===== config.mk =====
export PLATFORM = sky130hd
export DESIGN_NAME = sle_cell
export DESIGN_NICKNAME = d
export VERILOG_FILES = /design/src/rtl/sle_pkg.sv /design/src/rtl/sle_cell.sv
export SDC_FILE = /design/constraint.sdc
export NUM_CORES = 1
export LEC_CHECK = 0
export BUFFER_PORTS_ARGS = -buffer_cell sky130_fd_sc_hd__buf_2
export CORE_ASPECT_RATIO = 1.25
export CORE_MARGIN = 10
export CORE_UTILIZATION = 50
export CTS_BUF_LIST = sky130_fd_sc_hd__clkbuf_8
export CTS_CLUSTER_DIAMETER = 150
export CTS_CLUSTER_SIZE = 30
export DETAILED_ROUTE_END_ITERATION = 10
export GPL_TIMING_DRIVEN = 0
export PLACE_DENSITY = 0.95
export SETUP_SLACK_MARGIN = 0.02
export SLEW_MARGIN = 10
export SYNTH_ARGS = -nofsm -noshare
export SYNTH_HDL_FRONTEND = slang
export SYNTH_SLANG_ARGS = --single-unit

===== constraint.sdc =====
create_clock -name clk -period 9.5 [get_ports clk]
set_input_delay 1.9 -clock clk [delete_from_list [all_inputs] [get_ports clk]]
set_output_delay 1.9 -clock clk [all_outputs]
set_load 0.1 [all_outputs]

===== src/rtl/sle_pkg.sv =====
// ----------------------------------------------------------------------------
// sle_pkg: shared types and constants of the sorted list engine
// Capacity, widths, command codes, sequencer states and the cell control word.
// ----------------------------------------------------------------------------
package sle_pkg;

  localparam int CAPACITY = 64;
  localparam int IDX_W    = $clog2(CAPACITY);
  localparam int CNT_W    = $clog2(CAPACITY + 1);
  localparam int KEY_W    = 32;
  localparam int CMD_W    = 2;
  localparam int POS_W    = 6;
  localparam int COUNT_W  = 7;
  localparam int OUT_W    = 1 + POS_W + COUNT_W;
  localparam int OUT_TW   = ((OUT_W + 7) / 8) * 8;

  typedef enum logic [CMD_W-1:0] {
    CMD_INSERT = 2'd0,
    CMD_DELETE = 2'd1,
    CMD_SEARCH = 2'd2,
    CMD_CLEAR  = 2'd3
  } cmd_t;

  typedef enum logic [2:0] {
    ST_IDLE,
    ST_CMP,
    ST_SRCH,
    ST_INS,
    ST_DEL,
    ST_DONE
  } state_t;

  typedef enum logic [1:0] {
    CELL_HOLD,
    CELL_CMP,
    CELL_INS,
    CELL_DEL
  } cell_op_t;

  typedef struct packed {
    cell_op_t          op;
    logic [KEY_W-1:0]  key;
    logic [IDX_W-1:0]  at;
    logic [CNT_W-1:0]  count;
  } cell_ctl_t;

  typedef struct packed {
    logic gt;
    logic eq;
    logic load;
  } cell_stat_t;

endpackage


===== src/rtl/sle_cell.sv =====
// ----------------------------------------------------------------------------
// sle_cell: one slot of the sorted list
// Holds one key and its compare flags; shifts to or from its neighbours.
// ----------------------------------------------------------------------------
module sle_cell (
  input  logic                      clk,
  input  sle_pkg::cell_ctl_t        ctl,
  input  logic [sle_pkg::IDX_W-1:0] idx,
  input  logic [sle_pkg::KEY_W-1:0] left_entry,
  input  logic                      left_go,
  input  logic [sle_pkg::KEY_W-1:0] right_entry,
  output logic [sle_pkg::KEY_W-1:0] entry,
  output logic                      go,
  output sle_pkg::cell_stat_t       stat
);
  import sle_pkg::*;

  logic [KEY_W-1:0] entry_r, entry_nxt;
  logic             gt_r, gt_nxt;
  logic             eq_r, eq_nxt;
  logic             occ;
  logic             load;

  // slot holds a live key
  assign occ  = CNT_W'(idx) < ctl.count;
  // live key larger than the new one: moves up on insert
  assign go   = occ & gt_r;
  // first slot that is empty or larger, with the left one staying put
  assign load = !left_go && (go || (CNT_W'(idx) == ctl.count));

  always_comb begin
    entry_nxt = entry_r;
    gt_nxt    = gt_r;
    eq_nxt    = eq_r;
    case (ctl.op)
      CELL_CMP: begin
        gt_nxt = $signed(entry_r) > $signed(ctl.key);
        eq_nxt = entry_r == ctl.key;
      end
      CELL_INS: begin
        if (left_go) begin
          entry_nxt = left_entry;
        end else if (load) begin
          entry_nxt = ctl.key;
        end
      end
      CELL_DEL: begin
        if (idx >= ctl.at) begin
          entry_nxt = right_entry;
        end
      end
      default: begin
      end
    endcase
  end

  always_ff @(posedge clk) begin
    entry_r <= entry_nxt;
    gt_r    <= gt_nxt;
    eq_r    <= eq_nxt;
  end

  assign entry     = entry_r;
  assign stat.gt   = gt_r;
  assign stat.eq   = eq_r;
  assign stat.load = load;

endmodule


After elaboration in Yosys (flattened, before gate mapping)
Index checks and enable logic that the tools add are counted.
{"block": "word_totals", "regBits": 34, "in_bits": 119, "output_inout_bits": 36, "word_cells": 23}
{"block": "classes", "magnitude_cmp": 3, "eq_ne": 7, "n_mux": 4, "bitwise": 1, "n_reduce_logical": 5}
{"cell": "$mux W32", "n": 3}
{"cell": "$pmux W32 S2", "n": 1}
{"cell": "$eq A32 B32 Y1", "n": 1}
{"cell": "$gt A32 B32 Y1", "n": 1}
{"cell": "$eq A6 B7 Y1", "n": 1}
{"cell": "$lt A6 B7 Y1", "n": 1}
{"cell": "$ge A6 B6 Y1", "n": 1}
{"cell": "$eq A2 B2 Y1 const B", "n": 2}
{"cell": "$ne A3 B3 Y1 const B", "n": 1}
{"cell": "$reduce_and A3 Y1", "n": 1}
{"cell": "$eq A2 B1 Y1 const B", "n": 1}
{"cell": "$ne A2 B2 Y1 const B", "n": 1}
{"cell": "$reduce_bool A2 Y1", "n": 1}
{"cell": "$and A1 B1 Y1", "n": 1}
{"cell": "$logic_and A1 B1 Y1", "n": 1}
{"cell": "$logic_not A1 Y1", "n": 1}
{"cell": "$logic_or A1 B1 Y1", "n": 1}

Logic depth before layout (Yosys ltp)
Gate-level depths: netlist of the first run.
{"block": "logic_depth", "ltp_word": 7, "mapped_depth": 9, "mapped_depth_nobuf": 8}

Worst setup path before layout of the first run
Ideal clock, no wire load.
{"block": "synth_path", "kind": "input port to flip-flop", "from": "in ctl[1] in the netlist's numbering", "to": "reg entry_r[0], in the netlist entry[0] (enable)", "setup_ns": 0.474, "arrival_time_ns": 5.970, "t_required_ns": 9.026, "setup_slack_ns": 3.056, "cell_stages": 8, "path_cell_list": "inv_1 > ha_1 > nor2b_1 > o21a_1 > o21ai_1 > o211a_1 > a41oi_1 > a221oi_1"}
{"block": "synth_via", "elab_chain_cells": 6, "elab_cells_between_ends": 7, "classes_between": "1 x order compare; 2 x eq/ne; 1 x bitwise; 3 x reduce/logical"}
{"element": "start, declared", "line_no": "sle_cell.sv:7", "rtl": "input sle_pkg::cell_ctl_t ctl,"}
{"element": "$lt A6 B7 Y1", "line_no": "sle_cell.sv:25", "rtl": "assign occ = CNT_W'(idx) < ctl.count;"}
{"element": "$and A1 B1 Y1", "line_no": "sle_cell.sv:27", "rtl": "assign go = occ & gt_r;"}
{"element": "named net go", "line_no": "sle_cell.sv:13", "rtl": "output logic go,"}
{"element": "$logic_or A1 B1 Y1", "line_no": "sle_cell.sv:29", "rtl": "assign load = !left_go && (go || (CNT_W'(idx) == ctl.count));"}
{"element": "$logic_and A1 B1 Y1", "line_no": "sle_cell.sv:29"}
{"element": "$ne A3 B3 Y1 (no source line)"}
{"element": "$reduce_and A3 Y1 (no source line)"}
{"element": "end signal, assigned", "line_no": "sle_cell.sv:58", "rtl": "entry_r <= entry_nxt;"}
{"element": "end, declared", "line_no": "sle_cell.sv:18", "rtl": "logic [KEY_W-1:0] entry_r, entry_nxt;"}
The timed path passes the listed nets, and every way through them passes these cells.
A chain may end at the register's enable or synchronous reset.

Worst setup path after layout of the first run
{"block": "layout_path", "from": "in ctl[1] in the netlist's numbering", "to": "out stat[0] in the netlist's numbering"}
{"block": "layout_via", "elab_chain_cells": 4, "elab_cells_between_ends": 5, "classes_between": "1 x order compare; 1 x eq/ne; 1 x bitwise; 2 x reduce/logical"}
{"element": "$lt A6 B7 Y1", "line_no": "sle_cell.sv:25"}
{"element": "$and A1 B1 Y1", "line_no": "sle_cell.sv:27"}
{"element": "$logic_or A1 B1 Y1 (*)", "line_no": "sle_cell.sv:29"}
{"element": "$logic_and A1 B1 Y1 (*)", "line_no": "sle_cell.sv:29"}
{"element": "end, declared", "line_no": "sle_cell.sv:14", "rtl": "output sle_pkg::cell_stat_t stat"}
Every way passes the cells marked *; elsewhere a longest branch is shown, timed or not.

==> results of run 1 <==
-- flip-flops by register name, summed over array words and instances (netlist names) --
register,count
entry,32
eq_r,1
gt_r,1
-- metal layers --
layer	GRT usage	vias up	wire, µm
li1	-	1402	-
met1	0.204	1271	3320
met2	0.364	110	4970
met3	0.0556	8	694
met4	0.0628	0	122
met5	0	-	0
-- per-stage QoR --
| step | total power [mW] | utilization |
|---|---|---|
| floorplan | 0.343 | - |
| global placement | 0.395 | 0.675 |
| detailed placement | 0.405 | 0.683 |
| CTS | 0.504 | 0.697 |
| global route | 0.529 | 0.697 |
| finish | 0.500 | 0.697 |
-- cells in the final DEF (no fill, tap or decap), drive strengths merged, types with 4 or more instances in the layout --
master and instances:
buf 163, inv 47, ha 44, nand2 40
o21ai 37, edfxtp 34, mux2i 33, a21oi 13
clkbuf 11, nand4 8, a21o 5, nor2 4
a221oi 4
-- power groups by stage --
stage,registers [mW],logic (mW),clock network (mW)
final,0.187,0.215,0.0976
after global routing,0.189,0.232,0.109
after CTS,0.187,0.215,0.101
after detailed placement,0.191,0.215,0
after global placement,0.191,0.203,0
after floorplan,0.268,0.0750,0
-- cell type report --
class | count | area [µm²]
sequential | 34 | 1020
timing repair buffer | 155 | 796
tap | 64 | 80.1
multi-input combinational | 210 | 1610
clock buffer | 5 | 68.8
fill | 437 | 1660
clock inverter | 2 | 7.51
buffer | 14 | 70.1
inverter | 45 | 169
-- worst paths after layout --
kind	startpoint	to	slack, ns	cells after the start
min	entry[31]	gt_r	0.80	2
max reg2reg	entry[7]	gt_r	7.51	7
min reg2reg	entry[31]	gt_r	0.80	2
max	ctl[1]	stat[0]	3.95	11
-- worst reg2reg max path: stages, from the launching register on --
cell      delay (ns)
edfxtp_1        0.40
ha_1            0.34
a21oi_1         0.15
o21ai_0         0.11
a221oi_1        0.35
o211ai_2        0.15
a21oi_2         0.17
mux2i_1         0.19
-- logic make-up (layout without fill, tap and decap cells) --
logic type	count (synthesis)	in the layout
compound gates	68	68
fa+ha+maj	44	44
buf+inv	59	221
flops	34	34
mux	33	33
simple gates	65	65
==> metrics.yaml, run 1 <==
pwr:
  p_int_uw: 293
  ir_drop_uv: 110
  leakage_nw: 2.06
  p_switching_uw: 206
  p_clk_frac: 0.195
  power_switching_share: 0.413
  combinationalPowerShare: 0.430
  powerDensity_mw_per_mm2: 131
  seqPwrFrac: 0.375
timing:
  tns_ns: 0
  rsz0062_at_grt: "false"
  timing.final.crit_share: 0.585
  hold_ws_ns: 0.803
  worstMarginPinSlew_ns: 0.657
  clock.fmax_mhz: 180
  relSlewSlack: 0.562
  drv_slew: 0
  setup_viol: 0
  layout_setup_ws_ns: 3.95
  skew_ns: 0.00500
  hold_viol: 0
  final_period_minus_worst_setup_slack_ns: 5.55
synthesis:
  synth-xor-area-share: 0
  synth.cells.most_frequent: "inv_1, ha_1, nand2_1"
  ys_warn_count: 0
  synth_seq_area_share: 0.358
  synth_top_area_frac: 0.358
  synth.area.mux_share: 0.116
  synth_top_family_by_area: "adder cells"
  synth_flop_cell: "edfxtp_1"
  netlist_instances: 303
  ys_async_sr_fraction: 0
  avgSynthCellArea_um2: 9.41
  syn_nets: 466
  synth_seq_cells: 34
  synth-compound-area-share: 0.143
  synth_area_leaders: "edfxtp_1, ha_1, mux2i_1, o21ai_0, inv_1"
  synth.largest_area_cell: "edfxtp_1"
  syn_area_mm2: 0.00285
  synth_edf_count: 34
  synth_most_common_cell: "inv_1"
  synthDistinctLibCells: 32
  synthSimpleGateAreaFrac: 0.106
  synth_fa_ha_area_frac: 0.193
cts:
  h-tree-depth: 2
  cts.sinks: 34
  hold_buffers: 0
  max-clock-path-buffers: 2
  post_cts_resized: 0
  clk_latency_ns: 0.27
  cts_buffers: 5
  cts_tree: "built"
  ctsRootBufferMaster: "clkbuf_8"
  cts_setup_buffers: 0
  clkTransAtPathRegs_ns: 0.07
worst_setup_path:
  cpMostUsedCell: "buf_2"
  arrival_ns: 3.65
  critical_path.top_delay_family: "buffers and inverters"
  worstPathRequired_ns: 7.60
  crit_path_end_kind: "output port"
  startpoint_type: "input port"
  path_cells: "buf_2, inv_1, ha_1, nor2b_1, o21a_1, o21ai_1, o211a_1, a41oi_1, nor2_1, buf_4, buf_2"
  worst-path-buf-inv: 4
  cpMaxStageDelayCell: "buf_2"
  worstSetupPathType: "in -> out"
  worstPathMaxFanout: 2
  crit_path_max_incr_delay_ns: 0.41
route:
  antenna_left: 0
  dr.pass1.iters: 4
  wire_per_inst_um: 17.2
  vias: 2791
  totalWireLength_um: 9110
  drt_iter0_markers: 151
  vias_per_cell: 5.28
  drc_errors: 0
floorplanning:
  die_x_um: 87.5
  initial_utilization: 0.520
  die_area_mm2: 0.00914
  fp.dieH_um: 104
  rows: 30
  io-pin-count: 155
  design.core.area_mm2: 0.00548
global_route:
  grt_max_degree: 14
  antenna_found_initial: 0
  grt_pass1_wl_um: 14700
  overflow: 0
  grt_usage: 0.198
  grt_pass1_vias: 3099
placed_design:
  place_inst: 522
  portBuffers: 153
  place_area_mm2: 0.00374
  pre_cts_ws_ns: 3.95
  finalWeightedCongestion: 0.817
  dp_hpwl_um: 7780
layout:
  fin_cells: 529
  area_growth_pct: 34.0
  drive_above_1_share: 0.370
  antenna_cells: 0
  finalNetCount: 628
  stdcell_area_mm2: 0.00382
run:
  max-cap-violations: 0
outcome:
  run_status: "finished, final reports clean"
worst_hold_path:
  hp-class: "reg -> reg"
Note: power is estimated with default switching activity, not from simulation.
==> run 2: changes to the inputs <==
CORE_UTILIZATION = 47   (was 50)
clock period = 5.55 ns   (was 9.5 ns; I/O delays follow)
==> run 2 against run 1 <==
  * Cell count rose by 3.4%
  * Sequential share of layout area fell by 0.11 points
  * Sequential power rose by 72%
  * Via count rose by 2.9%
  * Die area rose by 5.0%
  * Combinational power rose by 70%
  * Global-route usage fell by 0.58 points
  * Clock skew rose by 0.0021 ns
  * Critical path type unchanged
  * Largest cell class unchanged
  * Highest routed layer unchanged
==> metrics.yaml, run 2 (synthesized netlist as in run 1, its figures left out) <==
global_route:
  grt_max_degree: 18  # +4
  global_route.usage.met2: 0.354  # -0.00964
  overflow: 0  # unchanged
  grt_usage: 0.192  # -0.00576
  grt_pass1_wl_um: 14700  # -0.42%
  use_met1: 0.197  # -0.00692
  antenna_found_initial: 0  # unchanged
  grt_util_met3: 0.0341  # -0.0216
  busiest_layer: "met2"
  grt_pass1_vias: 3220  # +3.9%
timing:
  layout_setup_ws_ns: 1.61  # -2.34 ns
  worstMarginPinSlew_ns: 0.931  # +0.275 ns
  setup_viol: 0  # unchanged
  hold_viol: 0  # unchanged
  tns_ns: 0  # unchanged
  timing.final.crit_share: 0.711
  relSlewSlack: 0.379  # -0.183
  skew_ns: 0.00714  # +0.00215 ns
  final_period_minus_worst_setup_slack_ns: 3.94
  clock.fmax_mhz: 254
  drv_slew: 0  # unchanged
  rsz0062_at_grt: "false"
worst_setup_path:
  cpMostUsedCell: "buf_2"
  worst-path-buf-inv: 4  # unchanged
  ff2ff_path_depth: 7  # unchanged
  critical_path.top_delay_family: "buffers and inverters"
  cpMaxStageDelayCell: "buf_2"
  arrival_ns: 2.83  # -0.82 ns
  worstPathRequired_ns: 4.44  # -3.16 ns
  crit_path_end_kind: "output port"
  path_cells: "buf_2, inv_1, ha_1, nor2b_1, o21a_1, o21ai_1, o211a_1, a41oi_1, nor2_1, buf_4, buf_2"
  crit_path_max_incr_delay_ns: 0.41  # about the same
  cp.depth: 11  # unchanged
  worstPathMaxFanout: 2  # unchanged
  startpoint_type: "input port"
  worstSetupPathType: "in -> out"
route:
  drt_iter0_markers: 99  # -34%
  dr.pass1.iters: 4  # unchanged
  wire_per_inst_um: 17.3  # +0.55%
  vias_per_cell: 5.25  # -0.52%
  antenna_left: 0  # unchanged
  totalWireLength_um: 9470  # +4.0%
  vias: 2871  # +2.9%
  drc_errors: 0  # unchanged
placed_design:
  finalWeightedCongestion: 0.863  # +5.6%
  portBuffers: 153  # unchanged
  pre_cts_ws_ns: 1.60  # -2.35 ns
  dp_hpwl_um: 8070  # +3.7%
  place_inst: 539  # +3.3%
layout:
  fill_cells: 468  # +7.1%
  area_growth_pct: 34.6
  largest_reg_flops: 32  # unchanged
  layout_commonest_cell: "buf_2"
  mostFrequentLayoutCells: "buf_2, inv_1, ha_1"
  antenna_cells: 0  # unchanged
  drive_above_1_share: 0.372  # +0.00215
  finalNetCount: 627  # -0.16%
  fin_cells: 547  # +3.4%
pwr:
  leakage_nw: 2.05  # -0.60%
  powerDensity_mw_per_mm2: 228  # +74%
  ir_drop_uv: 153  # +40%
cts:
  cts_setup_buffers: 0  # unchanged
  post_cts_resized: 0  # unchanged
  clk_latency_ns: 0.29  # +0.02 ns
  h-tree-depth: 2  # unchanged
  clkTransAtPathRegs_ns: 0.08  # about the same
  cts.sinks: 34  # unchanged
  hold_buffers: 0  # unchanged
  max-clock-path-buffers: 2  # unchanged
  ctsRootBufferMaster: "clkbuf_8"
  cts_tree: "built"
  cts_buffers: 5  # unchanged
floorplanning:
  io-pin-count: 155  # unchanged
  fp.dieH_um: 107  # +2.5%
  initial_utilization: 0.487  # -0.0335
  die_x_um: 89.7  # +2.4%
  rows: 31  # +3.3%
  design.core.area_mm2: 0.00586  # +6.9%
  die_area_mm2: 0.00960  # +5.0%
run:
  max-cap-violations: 0  # unchanged
worst_hold_path:
  hold_depth: 2  # unchanged
  hp-class: "reg -> reg"
outcome:
  run_status: "finished, final reports clean"
run 2: through the flow:
stage / hold slack, ns / power [mW] / utilization / cell area [µm²]
after floorplan: 1.30 / 0.586 / - / 2860
after global placement: 0.788 / 0.677 / 0.636 / 3730
after detailed placement: 0.803 / 0.694 / 0.641 / 3750
after CTS: 0.833 / 0.876 / 0.655 / 3840
after global routing: 0.870 / 0.914 / 0.655 / 3840
final: 0.832 / 0.874 / 0.655 / 3840
run 2: layer usage:
| metal | routed length (µm) | part of all wire |
|---|---|---|
| met1 | 3460 | 0.37 |
| met2 | 5030 | 0.53 |
| met3 | 565 | 0.060 |
| met4 | 406 | 0.043 |
| met5 | 0 | 0 |
run 2: layout make-up:
type	instances	area (µm²)	share of cell area
Tap cell	82	103	0.0267
Buffer	14	70.1	0.0183
Sequential cell	34	1020	0.266
Timing Repair Buffer	154	781	0.203
Clock inverter	3	16.3	0.00424
Clock buffer	5	68.8	0.0179
Inverter	45	169	0.0440
Multi-Input combinational cell	210	1610	0.419
run 2: worst paths after layout:
kind / startpoint / end / slack (ns)
worst max-delay path: ctl[1] / stat[0] / 1.61
worst min-delay path: entry[31] / gt_r / 0.83
worst max register to register: entry[5] / gt_r / 3.50
worst min register to register: entry[31] / gt_r / 0.83
run 2: tightest hold or removal path: cells and delay by family (launching register included):
family | cells | cell delay, ns
adder cells (fa/ha/maj) | 1 | 0.20
multiplexers | 1 | 0.10
flip-flops | 1 | 0.36
run 2: power by group:
group | switching (mW) | internal, mW | leakage (nW)
registers | 0.0105 | 0.311 | 0.324
clock network | 0.0999 | 0.0861 | 0.0416
logic | 0.260 | 0.106 | 1.68
==> run 3: changes to the inputs <==
clock period = 3.8 ns   (was 5.55 ns; I/O delays follow)
==> run 3 against run 2 <==
  * Clock power is 41% higher
  * Clock skew up 0.0017 ns
  * Core utilization grew 0.26 points
  * First-iteration DRC count is 2.0% higher
  * Final area up 0.39%
  * Sequential power up 46%
  * Combinational power increased by 47%
  * Sequential share of layout area down 0.10 points
  * Critical path type unchanged
  * Via count shrank 0.42%
  * Register-to-register slack got worse by 1.8 ns
  * Hold slack worse by 0.086 ns
  * Cell count increased by 0.18%
==> metrics.yaml, run 3 (synthesized netlist as in run 1, its figures left out) <==
cts:
  cts_buffers: 5  # unchanged
  clkTransAtPathRegs_ns: 0.08  # about the same
  post_cts_resized: 0  # unchanged
  hold_buffers: 0  # unchanged
  ctsRootBufferMaster: "clkbuf_8"
  max-clock-path-buffers: 2  # unchanged
  clk_latency_ns: 0.28  # about the same
  cts_setup_buffers: 0  # unchanged
  h-tree-depth: 2  # unchanged
  cts_tree: "built"
  cts.sinks: 34  # unchanged
worst_setup_path:
  path_cells: "buf_2, inv_1, ha_1, nor2b_1, o21a_1, o21ai_1, o211a_1, a41oi_1, nor2_1, buf_4, buf_2"
  cpMaxStageDelayCell: "buf_2"
  worstPathMaxFanout: 2  # unchanged
  arrival_ns: 2.47  # -0.36 ns
  cpMostUsedCell: "buf_2"
  crit_path_end_kind: "output port"
  worstPathRequired_ns: 3.04  # -1.40 ns
  worstSetupPathType: "in -> out"
  crit_path_max_incr_delay_ns: 0.41  # about the same
  startpoint_type: "input port"
placed_design:
  finalWeightedCongestion: 0.834  # -3.4%
  dp_hpwl_um: 7980  # -1.1%
  portBuffers: 153  # unchanged
pwr:
  ir_drop_uv: 209  # +37%
  powerDensity_mw_per_mm2: 330  # +45%
  leakage_nw: 2.05  # +0.36%
timing:
  relSlewSlack: 0.517  # +0.137
  final_period_minus_worst_setup_slack_ns: 3.23
  hold_ws_ns: 0.746  # -0.0857 ns
  clock.fmax_mhz: 309
  rsz0062_at_grt: "false"
  hold_viol: 0  # unchanged
  drv_slew: 0  # unchanged
  setup_viol: 0  # unchanged
  tns_ns: 0  # unchanged
  skew_ns: 0.00880  # +0.00165 ns
  worstMarginPinSlew_ns: 0.725  # -0.206 ns
  timing.final.crit_share: 0.851
route:
  wire_per_inst_um: 17.0  # -1.8%
  totalWireLength_um: 9310  # -1.7%
  drc_errors: 0  # unchanged
  antenna_left: 0  # unchanged
  drt_iter0_markers: 101  # +2.0%
  vias: 2859  # -0.42%
  vias_per_cell: 5.22  # -0.60%
  dr.pass1.iters: 4  # unchanged
floorplanning:
  initial_utilization: 0.487  # unchanged
  die_area_mm2: 0.00960  # unchanged
  fp.dieH_um: 107  # unchanged
  die_x_um: 89.7  # unchanged
  design.core.area_mm2: 0.00586  # unchanged
  io-pin-count: 155  # unchanged
  rows: 31  # unchanged
worst_hold_path:
  hp-class: "in -> reg"
global_route:
  grt_pass1_vias: 3119  # -3.1%
  grt_max_degree: 13  # -5
  grt_usage: 0.190  # -0.00191
  grt_pass1_wl_um: 14500  # -1.6%
  overflow: 0  # unchanged
  antenna_found_initial: 0  # unchanged
outcome:
  run_status: "finished, final reports clean"
layout:
  largest_reg_flops: 32  # unchanged
  drive_above_1_share: 0.373  # +0.00135
  mostFrequentLayoutCells: "buf_2, inv_1, ha_1"
  area_growth_pct: 35.1
  finalNetCount: 628  # +0.16%
  layout_commonest_cell: "buf_2"
  antenna_cells: 0  # unchanged
run:
  max-cap-violations: 0  # unchanged
[run 3: per-layer routing]
layer	share of wire	vias up	GRT usage
met2	0.54	121	0.360
met3	0.087	19	0.0492
met5	0	-	0
met4	0.027	0	0.0695
met1	0.34	1316	0.190
li1	-	1403	-
[run 3: critical path: cells and delay by family]
kind                       cells  cell delay, ns
buffers and inverters          4            0.63
and+or+nand+nor                2            0.27
adders and majority gates      1            0.29
AOI/OAI and AO/OA              4            0.53
[run 3: metrics by stage]
step,instances,power (mW),instance area [µm²],utilization,setup WS (ns)
floorplan,303,0.858,2870,-,0.0553
detailed placement,540,1.02,3770,0.643,0.553
finish,548,1.27,3850,0.658,0.568
global route,548,1.33,3850,0.658,0.453
global placement,538,0.989,3740,0.638,0.251
CTS,548,1.28,3850,0.658,0.552
[run 3: path summary, 6_finish.rpt]
check	cells past startpoint	start	endpoint	slack, ns
worst min-delay path	3	right_entry[23]	entry[23]	0.75
worst max-delay path	11	ctl[1]	stat[0]	0.57
worst max register to register	7	entry[7]	gt_r	1.75
worst min register to register	2	entry[31]	gt_r	0.81
[run 3: power by group]
group	switching [mW]	internal [mW]
sequential	0.0155	0.454
clock	0.138	0.126
combinational	0.381	0.158
total	0.534	0.737
[run 3: area by class of cell]
| type | count | area, µm² |
|---|---|---|
| Inverter | 45 | 169 |
| Multi-Input combinational cell | 210 | 1610 |
| Timing Repair Buffer | 155 | 796 |
| Sequential cell | 34 | 1020 |
| Buffer | 14 | 70.1 |
| Fill cell | 461 | 2000 |
| Clock buffer | 5 | 68.8 |
| Tap cell | 82 | 103 |
| Clock inverter | 3 | 16.3 |
